[src/rtl/assert_macros.svh]
// assertion macros shared by the rtl files
`ifndef ASSERT_MACROS_SVH
`define ASSERT_MACROS_SVH
`ifndef SYNTHESIS
// property must hold at every clock edge outside reset
`define BPFM_ASSERT(lbl, clk, rst_n, prop) \
    lbl: assert property (@(posedge clk) disable iff (!rst_n) prop) \
        else $error("bpfm assertion failed");
// expression must never be true outside reset
`define BPFM_NEVER(lbl, clk, rst_n, expr) \
    lbl: assert property (@(posedge clk) disable iff (!rst_n) !(expr)) \
        else $error("bpfm forbidden condition");
`else
`define BPFM_ASSERT(lbl, clk, rst_n, prop)
`define BPFM_NEVER(lbl, clk, rst_n, expr)
`endif
`endif

[src/rtl/bpfm_pkg.sv]
// types, constants and codes of the buffer pool frame manager
`timescale 1ns / 1ps
package bpfm_pkg;
    localparam int FRAMES  = 1024;
    localparam int FRAME_W = $clog2(FRAMES);
    localparam int CNT_W   = $clog2(FRAMES);
    localparam int PIN_W   = 16;

    localparam logic [1:0] OP_GET     = 2'd0;
    localparam logic [1:0] OP_APPEND  = 2'd1;
    localparam logic [1:0] OP_RELEASE = 2'd2;

    localparam logic [2:0] ST_HIT      = 3'd0;
    localparam logic [2:0] ST_MISS     = 3'd1;
    localparam logic [2:0] ST_NO_FRAME = 3'd2;
    localparam logic [2:0] ST_BAD_PAGE = 3'd3;
    localparam logic [2:0] ST_RELEASED = 3'd4;

    typedef struct packed {
        logic [1:0]  opcode;
        logic [7:0]  file_id;
        logic [31:0] req_page;
        logic [31:0] file_page_count;
        logic [9:0]  release_frame;
    } req_t;

    typedef struct packed {
        logic [2:0]  status;
        logic [9:0]  frame;
        logic        read_request;
        logic        evicted_valid;
        logic [7:0]  evicted_file;
        logic [31:0] evicted_page;
    } res_t;

    typedef enum logic [3:0] {
        S_CLEAR, S_IDLE, S_DECODE, S_REL_RD, S_REL_WR,
        S_LOOK_RD, S_LOOK_CMP, S_SWEEP_RD, S_SWEEP_CMP
    } state_t;

    typedef enum logic [2:0] {
        IDX_HOLD, IDX_ZERO, IDX_INC, IDX_REL, IDX_SWEEP
    } idx_op_t;

    typedef enum logic [1:0] {
        META_CLEAR, META_INC, META_DEC, META_NEW
    } meta_op_t;

    typedef enum logic [2:0] {
        EMIT_HIT, EMIT_MISS, EMIT_NO_FRAME, EMIT_BAD_PAGE, EMIT_RELEASED
    } emit_t;

    typedef struct packed {
        logic     load;
        idx_op_t  idx_op;
        logic     meta_wr;
        meta_op_t meta_op;
        logic     tag_wr;
        logic     ptr_wr;
        logic     emit;
        emit_t    emit_sel;
    } cmd_t;

    typedef struct packed {
        logic [1:0] opcode;
        logic       bad_page;
        logic       rel_ok;
        logic       match;
        logic       free;
        logic       last;
    } stat_t;
endpackage

[src/rtl/bpfm_ctrl.sv]
// controller: clearing pass, lookup scan, victim sweep and release sequencing
`timescale 1ns / 1ps
`include "assert_macros.svh"
module bpfm_ctrl (
    input  logic            clk,
    input  logic            rst_n,
    input  logic            start,
    input  bpfm_pkg::stat_t stat,
    output bpfm_pkg::cmd_t  cmd,
    output logic            busy
);
    import bpfm_pkg::*;

    state_t state_reg, state_next;

    // state register
    always_ff @(posedge clk or negedge rst_n)
    begin
        if (!rst_n)
            state_reg <= S_CLEAR;
        else
            state_reg <= state_next;
    end

    // next state and commands
    always_comb
    begin
        state_next = state_reg;
        cmd = '{load: 1'b0, idx_op: IDX_HOLD, meta_wr: 1'b0, meta_op: META_CLEAR,
                tag_wr: 1'b0, ptr_wr: 1'b0, emit: 1'b0, emit_sel: EMIT_HIT};
        unique case (state_reg)
            S_CLEAR:
            begin
                cmd.meta_wr = 1'b1;
                cmd.idx_op  = stat.last ? IDX_ZERO : IDX_INC;
                if (stat.last)
                    state_next = S_IDLE;
            end
            S_IDLE:
            begin
                if (start)
                begin
                    cmd.load   = 1'b1;
                    state_next = S_DECODE;
                end
            end
            S_DECODE:
            begin
                priority if (stat.opcode == OP_RELEASE)
                begin
                    if (stat.rel_ok)
                    begin
                        cmd.idx_op = IDX_REL;
                        state_next = S_REL_RD;
                    end
                    else
                    begin
                        cmd.emit     = 1'b1;
                        cmd.emit_sel = EMIT_RELEASED;
                        state_next   = S_IDLE;
                    end
                end
                else if (stat.opcode == OP_GET || stat.opcode == OP_APPEND)
                begin
                    if (stat.bad_page)
                    begin
                        cmd.emit     = 1'b1;
                        cmd.emit_sel = EMIT_BAD_PAGE;
                        state_next   = S_IDLE;
                    end
                    else
                    begin
                        cmd.idx_op = IDX_ZERO;
                        state_next = S_LOOK_RD;
                    end
                end
                else
                    state_next = S_IDLE;
            end
            S_REL_RD:
                state_next = S_REL_WR;
            S_REL_WR:
            begin
                cmd.meta_wr  = 1'b1;
                cmd.meta_op  = META_DEC;
                cmd.emit     = 1'b1;
                cmd.emit_sel = EMIT_RELEASED;
                state_next   = S_IDLE;
            end
            S_LOOK_RD:
                state_next = S_LOOK_CMP;
            S_LOOK_CMP:
            begin
                priority if (stat.match)
                begin
                    cmd.meta_wr  = 1'b1;
                    cmd.meta_op  = META_INC;
                    cmd.emit     = 1'b1;
                    cmd.emit_sel = EMIT_HIT;
                    state_next   = S_IDLE;
                end
                else if (stat.last)
                begin
                    cmd.idx_op = IDX_SWEEP;
                    state_next = S_SWEEP_RD;
                end
                else
                begin
                    cmd.idx_op = IDX_INC;
                    state_next = S_LOOK_RD;
                end
            end
            S_SWEEP_RD:
                state_next = S_SWEEP_CMP;
            S_SWEEP_CMP:
            begin
                priority if (stat.free)
                begin
                    cmd.meta_wr  = 1'b1;
                    cmd.meta_op  = META_NEW;
                    cmd.tag_wr   = 1'b1;
                    cmd.ptr_wr   = 1'b1;
                    cmd.emit     = 1'b1;
                    cmd.emit_sel = EMIT_MISS;
                    state_next   = S_IDLE;
                end
                else if (stat.last)
                begin
                    cmd.emit     = 1'b1;
                    cmd.emit_sel = EMIT_NO_FRAME;
                    state_next   = S_IDLE;
                end
                else
                begin
                    cmd.idx_op = IDX_INC;
                    state_next = S_SWEEP_RD;
                end
            end
            default:
                state_next = S_IDLE;
        endcase
    end

    assign busy = (state_reg != S_IDLE);

    // a result always finishes the request
    `BPFM_ASSERT(a_emit_to_idle, clk, rst_n, cmd.emit |=> (state_reg == S_IDLE))
    // an accepted word is decoded next
    `BPFM_ASSERT(a_start_decode, clk, rst_n, (start && !busy) |=> (state_reg == S_DECODE))
    // tags are written only together with a fresh pin word
    `BPFM_NEVER(a_tag_meta, clk, rst_n, cmd.tag_wr && !(cmd.meta_wr && cmd.meta_op == META_NEW))
    // no memory write while waiting for a word
    `BPFM_NEVER(a_idle_quiet, clk, rst_n, (state_reg == S_IDLE) && (cmd.meta_wr || cmd.tag_wr))
endmodule

[config.mk]
export PLATFORM = sky130hd
export DESIGN_NAME = bpfm_ctrl
export DESIGN_NICKNAME = d
export VERILOG_FILES = /design/src/rtl/bpfm_pkg.sv /design/src/rtl/bpfm_ctrl.sv
export VERILOG_INCLUDE_DIRS = /design/src /design/src/rtl
export SDC_FILE = /design/constraint.sdc
export NUM_CORES = 1
export LEC_CHECK = 0
export BUFFER_PORTS_ARGS = -buffer_cell sky130_fd_sc_hd__buf_2
export CAP_MARGIN = 20
export CORE_UTILIZATION = 25
export CTS_BUF_LIST = sky130_fd_sc_hd__clkbuf_16
export CTS_CLUSTER_DIAMETER = 30
export DETAILED_ROUTE_END_ITERATION = 10
export GPL_ROUTABILITY_DRIVEN = 1
export HOLD_SLACK_MARGIN = 0.12
export PLACE_DENSITY = 0.49
export SETUP_SLACK_MARGIN = 0.15
export SYNTH_ARGS = -nofsm -noshare
export SYNTH_HDL_FRONTEND = slang
export SYNTH_SLANG_ARGS = --single-unit
[constraint.sdc]
create_clock -name clk -period 2.4 [get_ports clk]
set_input_delay 0.48 -clock clk [delete_from_list [all_inputs] [get_ports clk]]
set_output_delay 0.48 -clock clk [all_outputs]
set_load 0.05 [all_outputs]
== Word-level counts from Yosys, hierarchy flattened ==
Cells that the tools add are included.
Storage, ports and cells
  register bits: 4
Cells by class
  muxes and demuxes: 36
  reductions and logical operators: 5
  equal/unequal tests: 13
Operators by type and width (number)
  2-to-1 mux 4 bit: 12
  one-hot mux 4 bit (8 select lines): 1
  2-to-1 mux 3 bit: 7
  equality test 4 x 3 -> 1 bit, second input constant: 4
  one-hot mux 4 bit (4 select lines): 1
  2-to-1 mux 2 bit: 7
  one-hot mux 3 bit (4 select lines): 1
  equality test 4 x 2 -> 1 bit, second input constant: 2
  one-hot mux 2 bit (3 select lines): 1
  2-to-1 mux 5 bit: 1
  equality test 4 x 1 -> 1 bit, second input constant: 1
  equality test 4 bit, second input constant: 1
  zero test 4 bit: 1
  2-to-1 mux 1 bit: 4
  inequality test 2 bit, second input constant: 2
  inequality test 4 x 1 -> 1 bit, second input constant: 1
  one-hot mux 1 bit (3 select lines): 1
  equality test 2 x 1 -> 1 bit, second input constant: 1
  equality test 2 bit, second input constant: 1
  zero test 2 bit: 1
  AND reduction 2 bit: 1
  OR reduction 2 bit: 1
  logical OR 1 bit: 1

== Longest topological paths before layout ==
Gate-level depths: netlist of the first run.
  depth in word-level cells: 5
  gate-level depth with buffers: 5
  depth with buffers taken out: 3

== Worst setup path before layout of the first run ==
OpenSTA, ideal clock, no wires.
  path kind: reg2out
  start point: register state_reg[3]
  end point: output cmd[2] (netlist bit)
  setup slack: -0.006 ns
  arrival time: 1.926 ns
  required time: 1.920 ns
  stages on the path, launching flop included: 5
  cells stage by stage: dfrtp_1 buf_6 nor4b_4 nand2_1 o21ai_0
RTL lines
  from (decl): RTL line bpfm_ctrl.sv:14  | state_t state_reg, state_next;
  from (signal assigned): RTL line bpfm_ctrl.sv:22  | state_reg <= state_next;
  to (decl): RTL line bpfm_ctrl.sv:9  | output bpfm_pkg::cmd_t cmd,

==> impl_metrics.env, run 1 <==
export IMPL_yosys_area_share_simple_pct=49.6
export IMPL_place_detailed_hpwl_um=1090
export IMPL_finalSetupViolCount=0
export IMPL_rr_worst_depth=4
export IMPL_async_flop_share_pct=100
export IMPL_yosysTopAreaCell="dfrtp_1"
export IMPL_clock_sinks=4
export IMPL_final_area_um2=763
export IMPL_hold_class="primary input to async pin"
export IMPL_synthFlopType="dfrtp_1"
export IMPL_synth_top_cell_area_share_pct=19.9
export IMPL_synth_compound_area_share_pct=20.1
export IMPL_synth_seq_cells=4
export IMPL_clock_path_buffers=2
export IMPL_p_int_mw=0.524
export IMPL_drtIter0Drc=23
export IMPL_cpPeakStageDelay_ps=440
export IMPL_seqPwrFrac_pct=13.4
export IMPL_muxShareOfSynthArea_pct=0
export IMPL_worstPathMaxFanout=6
export IMPL_cts_root_buf="clkbuf_16"
export IMPL_finalPower_mw=1.04
export IMPL_syn_instance_count=66
export IMPL_routedWlPerCell_um=12.3
export IMPL_largest_reg_flops=4
export IMPL_cts_made_buffers=3
export IMPL_rsz0062_at_grt="false"
export IMPL_layout_min_cycle_time_ps=2170
export IMPL_ant_nets=0
export IMPL_yosys_top_cells_count="nand2_1 (11), nand3_1 (5), nor2_1 (5), dfrtp_1 (4), inv_1 (4)"
export IMPL_grt_ovfl_total=0
export IMPL_drt_wl_total_um=1460
export IMPL_startpoint_type="flop"
export IMPL_synth_adder_area_share_pct=0
export IMPL_die_area_mm2=0.00220
export IMPL_die_height_um=46.9
export IMPL_synth_distinct_cells=29
export IMPL_finalSetupTns_ps=0
export IMPL_clk_pin_slew_ps=30
export IMPL_finalCritPeriodShare_pct=90.5
export IMPL_powerDensity_mw_per_mm2=1370
export IMPL_p_switching_mw=0.518
export IMPL_grt_pass1_wl_um=2190
export IMPL_drc=0
export IMPL_path_cells="nor4b_4, or3b_1, nand3_1, buf_4"
export IMPL_place_area_um2=636
export IMPL_r2r_slack_ps=850
export IMPL_rows=15
export IMPL_netlist_area_um2=504
export IMPL_irDropWorstVdd_mv=0.649
export IMPL_cts_tree="yes"
export IMPL_clock_latency_ps=230
export IMPL_first_global_vias=479
export IMPL_grt_use_total_pct=14.8
export IMPL_hold_viol=0
export IMPL_end_kind="output port"
export IMPL_synth_area_top_cells="dfrtp_1 (20%), nor4b_4 (9.4%), nand2_1 (8.2%), nand3_1 (5.0%), buf_4 (4.5%)"
export IMPL_synth_xor_area_share_pct=0
export IMPL_timing_worst_setup_path_type="flop to output port"
export IMPL_postSynthAreaPerCell_um2=7.64
export IMPL_via_per_inst=4.97
export IMPL_gp_congestion=0.777
export IMPL_drt_first_pass_iters=4
export IMPL_yosysMostFrequentCell="nand2_1"
export IMPL_tightest_slew_ps=259
export IMPL_clock_skew_ps=2.73
export IMPL_core_area_mm2=0.00180
export IMPL_slew_headroom_pct=82.6
export IMPL_combPwrFrac_pct=61.4
export IMPL_maxCapViolations=0
export IMPL_area_growth_syn_to_layout_pct=51.4
export IMPL_initial_core_util_pct=28.0
export IMPL_vias=592
export IMPL_maxSlewViolCount=0
export IMPL_leakagePower_nw=0.405
export IMPL_num_nets_final=106
export IMPL_syn_nets=76
export IMPL_clock_power_share_pct=25.2
export IMPL_io_pins=24
export IMPL_worstReg2RegEnd="state_reg[2]"
export IMPL_arrival_ps=1690
export IMPL_grt_max_degree=13
export IMPL_drive_above_1_share_pct=41.5
export IMPL_synth_top_family_by_area="simple AND/OR/NAND/NOR gates"
export IMPL_antenna_found_initial=0
export IMPL_yosysSeqAreaShare_pct=19.9
export IMPL_diodes=0
export IMPL_numPortBuffers=23
export IMPL_status="finished clean"
export IMPL_synth_edf_count=0
export IMPL_die_x_um=46.9
export IMPL_cp_slowest_cell="dfrtp_1"
export IMPL_whs_ps=586
export IMPL_worstPathRequired_ps=1920
export IMPL_r2r_start="state_reg[0]"
export IMPL_yosysWarnings=0
export IMPL_finish_utilization_pct=42.4
export IMPL_max_freq_ghz=0.460
export IMPL_htreeDepth=1
export IMPL_netSwitchingFraction_pct=49.7
[routing by layer]
layer / wire length, um / global-route usage [%] / vias to the layer above
met5: 0 / 0 / -
met4: 25 / 8.57 / 0
met3: 43 / 3.46 / 4
met2: 718 / 22.2 / 18
met1: 671 / 19.5 / 279
li1: - / - / 291
[cell type report]
type / count / area, um^2
Sequential cell: 4 / 103
Tap cell: 25 / 31.3
Timing Repair Buffer: 30 / 185
Multi-Input combinational cell: 53 / 354
Fill cell: 211 / 1040
Inverter: 4 / 15.0
Clock buffer: 3 / 75.1
[power groups by stage]
stage / combinational (mW) / sequential [mW] / clock, mW
6_report: 0.640 / 0.139 / 0.263
5_1_grt: 0.688 / 0.146 / 0.271
4_1_cts: 0.629 / 0.138 / 0.264
3_5_place_dp: 0.614 / 0.138 / 0
3_3_place_gp: 0.616 / 0.138 / 0
2_1_floorplan: 0.504 / 0.120 / 0
[cell families after synthesis]
family,Yosys count
AOI/OAI and AO/OA,14
buffers and inverters,9
DFF,4
and+or+nand+nor,39
[stage by stage]
step,cells,setup slack [ps]
after global routing,119,152
after detailed placement,112,356
after global placement,112,381
final,119,228
after floorplan,66,233
after CTS,116,173
[worst max-delay path by stage]
stage                 startpoint      to  slack [ps]
global placement    state_reg[3]  cmd[9]         380
CTS                 state_reg[3]  cmd[9]         170
finish              state_reg[0]  cmd[9]         230
global route        state_reg[0]  cmd[9]         150
detailed placement  state_reg[3]  cmd[9]         360
floorplan           state_reg[0]  cmd[5]         230
[critical path, delay by kind of cell (launching register included)]
family | cells | cell delay (ps)
simple gates | 3 | 830
buf+inv | 1 | 190
flops | 1 | 440
[placed cells by master (no fill, tap or decap), drive strengths merged, types with 3 or more instances in the layout]
master and instances:
and3 3, clkbuf 7, nand2 12, nor2b 3
buf 25, nand3 5, inv 4, dfrtp 4
nor2 5
[repair_timing]
item	CTS	global route
resized for setup	2	7
hold buffers	1	0
endpoints found under the setup margin	6	8
buffers inserted	0	3
hold endpoints to repair	4	0
pin swaps	1	2
cloned	0	0
Power figures use the tool's default switching activity.
==> inputs of run 2 (changes only) <==
Settings changed: PLACE_DENSITY 0.49 to not set, PLACE_DENSITY_LB_ADDON set to 0.25.
==> run 2 against run 1 <==
Utilization down 1.6 points. Setup slack worse by 24 ps. Critical path type unchanged. Routed wire length shrank 8.6%. Clock power down 3%. First-iteration DRC count is 57% lower. Highest routed layer is now met3. Register-to-register slack better by 50 ps. Clock skew down 2.2 ps. Largest power group unchanged. Hold slack gained 12 ps. Critical path depth is the same. Sequential share of layout area rose by 0.53 points. Combinational power shrank 2%.
==> impl_metrics.env, run 2 (synthesis results as in run 1) <==
export IMPL_startpoint_type="flop"
export IMPL_layout_min_cycle_time_ps=2200
export IMPL_clk_pin_slew_ps=30
export IMPL_core_area_mm2=0.00180
export IMPL_drt_wl_total_um=1330
export IMPL_final_fill_count=189
export IMPL_rsz0062_at_grt="true"
export IMPL_r2r_start="state_reg[0]"
export IMPL_routedWlPerCell_um=11.5
export IMPL_seq_area_um2=103
export IMPL_drt_first_pass_iters=4
export IMPL_die_area_mm2=0.00220
export IMPL_whs_ps=598
export IMPL_worstPathRequired_ps=1920
export IMPL_layout_setup_ws_ps=204
export IMPL_status="finished clean"
export IMPL_finalCritPeriodShare_pct=91.5
export IMPL_tightest_slew_ps=351
export IMPL_grt_pass1_wl_um=2170
export IMPL_clock_latency_ps=220
export IMPL_dp_cells=112
export IMPL_clock_path_buffers=2
export IMPL_startpoint="state_reg[0]"
export IMPL_powerDensity_mw_per_mm2=1400
export IMPL_drtIter0Drc=10
export IMPL_io_pins=24
export IMPL_finalSetupViolCount=0
export IMPL_timing_worst_setup_path_type="flop to output port"
export IMPL_clock_skew_ps=0.526
export IMPL_clock_sinks=4
export IMPL_pre_cts_slack_ps=324
export IMPL_largest_reg_flops=4
export IMPL_numPortBuffers=23
export IMPL_grt_use_total_pct=13.8
export IMPL_arrival_ps=1720
export IMPL_slew_headroom_pct=76.5
export IMPL_max_freq_ghz=0.455
export IMPL_maxCapViolations=0
export IMPL_die_x_um=46.9
export IMPL_drc=0
export IMPL_maxSlewViolCount=0
export IMPL_hold_viol=0
export IMPL_end_kind="output port"
export IMPL_die_height_um=46.9
export IMPL_irDropWorstVdd_mv=0.789
export IMPL_via_per_inst=4.66
export IMPL_antenna_found_initial=0
export IMPL_grt_max_degree=13
export IMPL_num_nets_final=103
export IMPL_cts_made_buffers=3
export IMPL_diodes=0
export IMPL_instances_no_fill=116
export IMPL_area_growth_syn_to_layout_pct=45.7
export IMPL_first_global_vias=491
export IMPL_multi_input_area_um2=352
export IMPL_vias=541
export IMPL_grt_ovfl_total=0
export IMPL_rows=15
export IMPL_leakagePower_nw=0.391
export IMPL_mostFrequentLayoutCells="buf_2 (20), nand2_1 (11), nor2_1 (5), nand3_1 (5), inv_1 (4)"
export IMPL_drive_above_1_share_pct=38.5
export IMPL_cts_root_buf="clkbuf_16"
export IMPL_place_detailed_hpwl_um=1100
export IMPL_initial_core_util_pct=28.0
export IMPL_finalSetupTns_ps=0
export IMPL_worstPathMaxFanout=6
export IMPL_cts_tree="yes"
export IMPL_htreeDepth=1
export IMPL_hold_class="primary input to async pin"
export IMPL_final_common_cell="buf_2"
export IMPL_gp_congestion=0.843
export IMPL_ant_nets=0
## run 2: cell type report
cell class                      count  area share (%)
Inverter                            4            2.04
Timing Repair Buffer               27            21.6
Sequential cell                     4            14.0
Multi-Input combinational cell     53            47.9
Tap cell                           25            4.26
Clock buffer                        3            10.2
## run 2: metal layers
metal	wire length [um]	global-route usage, %	vias up
met5	0	0	-
met3	36	1.15	0
li1	-	-	290
met4	0	6.86	0
met1	646	18.4	240
met2	651	22.5	11
## run 2: worst max-delay path: stages, from the launching register on
cell     delay (ps)
dfrtp_2         450
nor4b_4         360
or3b_1          410
nand3_1         110
buf_6           160
## run 2: worst paths after layout
kind,to,slack [ps],cells past startpoint
max in group asynchronous,state_reg[0],1670,2
min reg2reg,state_reg[0],630,1
max reg2reg,state_reg[2],900,4
max,cmd[9],200,4
min in group clk,state_reg[2],620,3
min,state_reg[1],600,2
## run 2: per-stage QoR
stage	power, mW	instance area, um^2	utilization, %
finish	1.03	734	40.8
global route	1.09	734	40.8
CTS	1.02	723	40.1
detailed placement	0.758	636	35.3
global placement	0.755	636	35.3
floorplan	0.624	504	-
## run 2: where the power goes
part	switching [mW]	leakage [nW]	internal, mW
clock network	0.0433	0.0370	0.213
registers	0.0484	0.0485	0.0953
logic	0.416	0.305	0.210
## run 2: what timing repair did
action | CTS | global route
hold buffers | 1 | 0
pin swaps | 1 | 1
buffers inserted | 0 | 0
hold endpoints to repair | 4 | 0
gates resized for setup | 1 | 5
endpoints found under the setup margin | 1 | 3
